<file path="src/rtl/core/cps_ram.sv">
// Generic single-port RAM with registered read.
`timescale 1ns / 1ps
`default_nettype none
module cps_ram #(
  parameter int WIDTH = 32,
  parameter int DEPTH = 64
) (
  input  wire logic                     clk,
  input  wire logic                     we,
  input  wire logic [$clog2(DEPTH)-1:0] addr,
  input  wire logic [WIDTH-1:0]         wdata,
  output logic      [WIDTH-1:0]         rdata
);

  logic [WIDTH-1:0] mem [DEPTH];

  // Write and read on one port
  always_ff @(posedge clk) begin
    if (we) begin
      mem[addr] <= wdata;
    end
    rdata <= mem[addr];
  end

endmodule
`default_nettype wire

</file>
<file path="config.mk">
export PLATFORM = sky130hd
export DESIGN_NAME = cps_ram
export DESIGN_NICKNAME = d
export VERILOG_FILES = /design/src/rtl/core/cps_ram.sv
export SDC_FILE = /design/constraint.sdc
export NUM_CORES = 2
export LEC_CHECK = 0
export BUFFER_PORTS_ARGS = -buffer_cell sky130_fd_sc_hd__clkbuf_2
export CORE_AREA = 2 2 478 480
export CTS_CLUSTER_SIZE = 16
export DETAILED_ROUTE_END_ITERATION = 10
export DIE_AREA = 0 0 480 482
export PLACE_DENSITY = 0.48
export SLEW_MARGIN = 20
export SYNTH_ARGS = -nofsm -noshare
export SYNTH_HDL_FRONTEND = slang
export SYNTH_SLANG_ARGS = --single-unit
export TNS_END_PERCENT = 10
</file>
<file path="constraint.sdc">
create_clock -name clk -period 3.8 [get_ports clk]
set_input_delay 0.76 -clock clk [delete_from_list [all_inputs] [get_ports clk]]
set_output_delay 0.76 -clock clk [all_outputs]
set_load 0.02 [all_outputs]
</file>
==> metrics <==
data required time of the critical path=4.55 ns; antenna violations before repair=13; number of distinct library cells after synthesis=56; sum of met3 wire segment lengths after detailed routing=11.4 mm; non-filler cells, final=a little under 8,000; Fmax achieved=357 MHz; PwrDens=approximately 520 nW/um2; via count normalized by instance count=~5.5; launching element type of the critical path=input port; Post-CTS Setup Bufs=0; worst setup skew after layout=0.0460 ns; sequential cell area in the final layout=62,100 um2; maximum net fanout on the critical path=26; die width=480 um; Die Y-Extent=about 480 um; final-layout fill cell count=20,403; total core area=226,000 um2; total power of the final layout=48,000 uW; post-synthesis sequential element count=2,080; area occupied by multi-input gates=16,000 um2; via count of the first global-routing pass=between 40,000 and 50,000; remaining antenna violation count after routing=0; CP Data Arrival Time=3.56 ns; Worst Setup Slack post-DPL=-0.0433 ns; Routability Congestion=0.788; Largest stage delay, worst path=0.75 ns; LEAKAGE=between 0.02 and 0.03 uW; instance area after placement=86,300 um2; Max Slew Vio Count=0; post-route fraction of the period consumed by the critical path=73.8%; run status=finished clean; source-to-sink clock delay at the later pin of the worst-skew pair=0.88 ns; routed metal-1 wirelength=~100 mm; wire length of the first global-routing pass=approximately 330 mm; final hold violation count=0; fraction of synthesis flops using an asynchronous set or reset pin=0%; Max IR drop VDD=approximately 0.56 mV; HPWL after detailed placement=144 mm; total gr overflow=0; headroom to the max-slew limit=28.9%; die footprint=231,000 um2; DRT Pass-1 Iters=6; R2R Path Start=mem[20][5]; routed length per placed instance=approximately 30 um; hold_buf cts=0; ratio of cells with drive above 1 in the final layout=22.3%; clk sink count=2,080; reg-to-reg setup timing slack=around 1.4 ns; post-synthesis average cell area=18.6 um2; number of maximum-capacitance violations=0; clock slew seen by the registers of the worst setup and hold paths=0.06 ns; series of cell instances along the critical path=buf_8 -> buf_12 -> buf_12 -> mux4_2 -> mux2i_1 -> nor2_1 -> a2111oi_1 -> buf_4 -> nand3_1; Cell Rows=~180; routed vias=between 40,000 and 50,000; final instance area=about 93,000 um2; RSZ-0062 raised after global routing=no; htree depth=4; setup TNS=0 ns; Total GRT Usage=19.9%; Post-Route WL=234 mm; number of ports placed on the die boundary=a little over 70; P&R area growth vs syn=17.6%; Yosys warnings=0; clock period minus worst slack=2.80 ns; drt initial violations=between 4,000 and 5,000; placed instance count=~7,400; launch point of the critical path=addr[1]; worst min-delay path category=in -> reg; highest metal used=met5; Post-synth EDFFs=2,048; cell types occupying the most area after synthesis=sky130_fd_sc_hd__edfxtp_1 (78%), sky130_fd_sc_hd__mux2i_1 (3.3%), sky130_fd_sc_hd__mux4_2 (2.7%), sky130_fd_sc_hd__mux2_2 (2.1%), sky130_fd_sc_hd__a221oi_1 (1.9%); netlist area before placement=approximately 79,000 um2; setup-violating endpoint count in the final report=0; part of the Yosys area used for sequential elements=78.7%; TritonCTS clock tree=done; maximum number of pins on one net before global-route repair=65; remaining design rule violation count=0; Hold Path Origin=wdata[12]; detailed-routed wire length on met2=114 mm; most frequent cell on the critical path=sky130_fd_sc_hd__buf_12; initial core utilization=34.9%; # resized after CTS=0; number of buffer cells added on primary ports=71; total nets after synthesis=4,279; top flip-flop cell by instance count after synthesis=sky130_fd_sc_hd__edfxtp_1; Mapped Cells=4,239; cell taking the most area after synthesis=sky130_fd_sc_hd__edfxtp_1; area share of the leading cell type in the synthesized netlist=77.9%; setup slack of the critical path after layout=0.995 ns; Tightest Pin Transition=1.07 ns; element type at the critical path end=register; layout net count=4,653; number of buffers created by CTS=about 210; category of the critical setup timing path=in -> reg; Root Buffer=sky130_fd_sc_hd__clkbuf_16; Critical-path top delay cell=sky130_fd_sc_hd__a2111oi_1; Max Root-Sink Buffers=3
[final cells by class]
class                           instances  share of cell area (%)
Clock buffer                          295                    6.18
Timing Repair Buffer                  458                    4.65
Tap cell                             3009                    4.06
Antenna cell                            4                  0.0108
Clock inverter                         98                   0.867
Multi-Input combinational cell       1859                    17.3
Sequential cell                      2080                    66.9
Inverter                                2                  0.0162
[path summary, 6_finish.rpt]
| path | end | cells after the start |
|---|---|---|
| worst max-delay path | rdata[6] | 9 |
| worst min-delay path | mem[61][12] | 1 |
| worst max register to register | rdata[5] | 5 |
| worst min register to register | rdata[23] | 3 |
[cell families after synthesis]
group	share of synthesized area, %
buffers and inverters	1.68
and+or+nand+nor	2.81
DFF	78.7
AOI/OAI and AO/OA	8.66
muxes	8.12
[cell usage after synthesis, types with 43 or more instances]
cell type	instances
sky130_fd_sc_hd__edfxtp_1	2048
sky130_fd_sc_hd__mux2i_1	259
sky130_fd_sc_hd__a22oi_1	188
sky130_fd_sc_hd__a221oi_1	175
sky130_fd_sc_hd__clkbuf_1	168
sky130_fd_sc_hd__mux2_2	147
sky130_fd_sc_hd__nor2_1	145
sky130_fd_sc_hd__a21oi_1	121
sky130_fd_sc_hd__mux4_2	96
sky130_fd_sc_hd__o22ai_1	93
sky130_fd_sc_hd__and3_1	85
sky130_fd_sc_hd__o21ai_0	84
sky130_fd_sc_hd__buf_2	83
sky130_fd_sc_hd__o22a_1	70
sky130_fd_sc_hd__a22o_1	66
sky130_fd_sc_hd__nand3_1	54
sky130_fd_sc_hd__a31oi_1	43
[per-stage QoR]
step	hold slack (ns)	utilization, %
after floorplan	0.564	-
after global placement	0.591	38.1
after detailed placement	0.607	38.1
after CTS	0.328	41.0
after global routing	0.366	41.0
final	0.392	41.0
[critical path, delay by kind of cell]
family	cells	cell delay, ns
buf+inv	4	1.03
compound gates	1	0.75
simple gates	2	0.19
mux	2	0.74
[power breakdown]
part           total (uW)  internal, uW  switching, uW
Sequential          25500         25400            121
Combinational        2680           894           1790
Clock               19800         11000           8810
Total               48000         37300          10700
[routing by layer]
| layer | vias to the layer above | global-route usage, % |
|---|---|---|
| met5 | - | 0 |
| met4 | 10 | 5.55 |
| met3 | 283 | 3.16 |
| met2 | 1162 | 32.8 |
| met1 | 22985 | 27.4 |
| li1 | 18452 | - |
[layout by cell type (no fill, tap or decap), drive strengths merged, types with 93 or more instances in the layout]
cell / n
edfxtp: 2048
clkbuf: 360
nor2: 145
a21oi: 121
o22ai: 93
buf: 393
mux4: 96
a22oi: 188
mux2i: 259
mux2: 147
a221oi: 175
[registers in the layout (all words and copies together), names as in the netlist]
register  count
rdata        32
mem        2048
No activity file was read; power rests on OpenSTA's default activity.
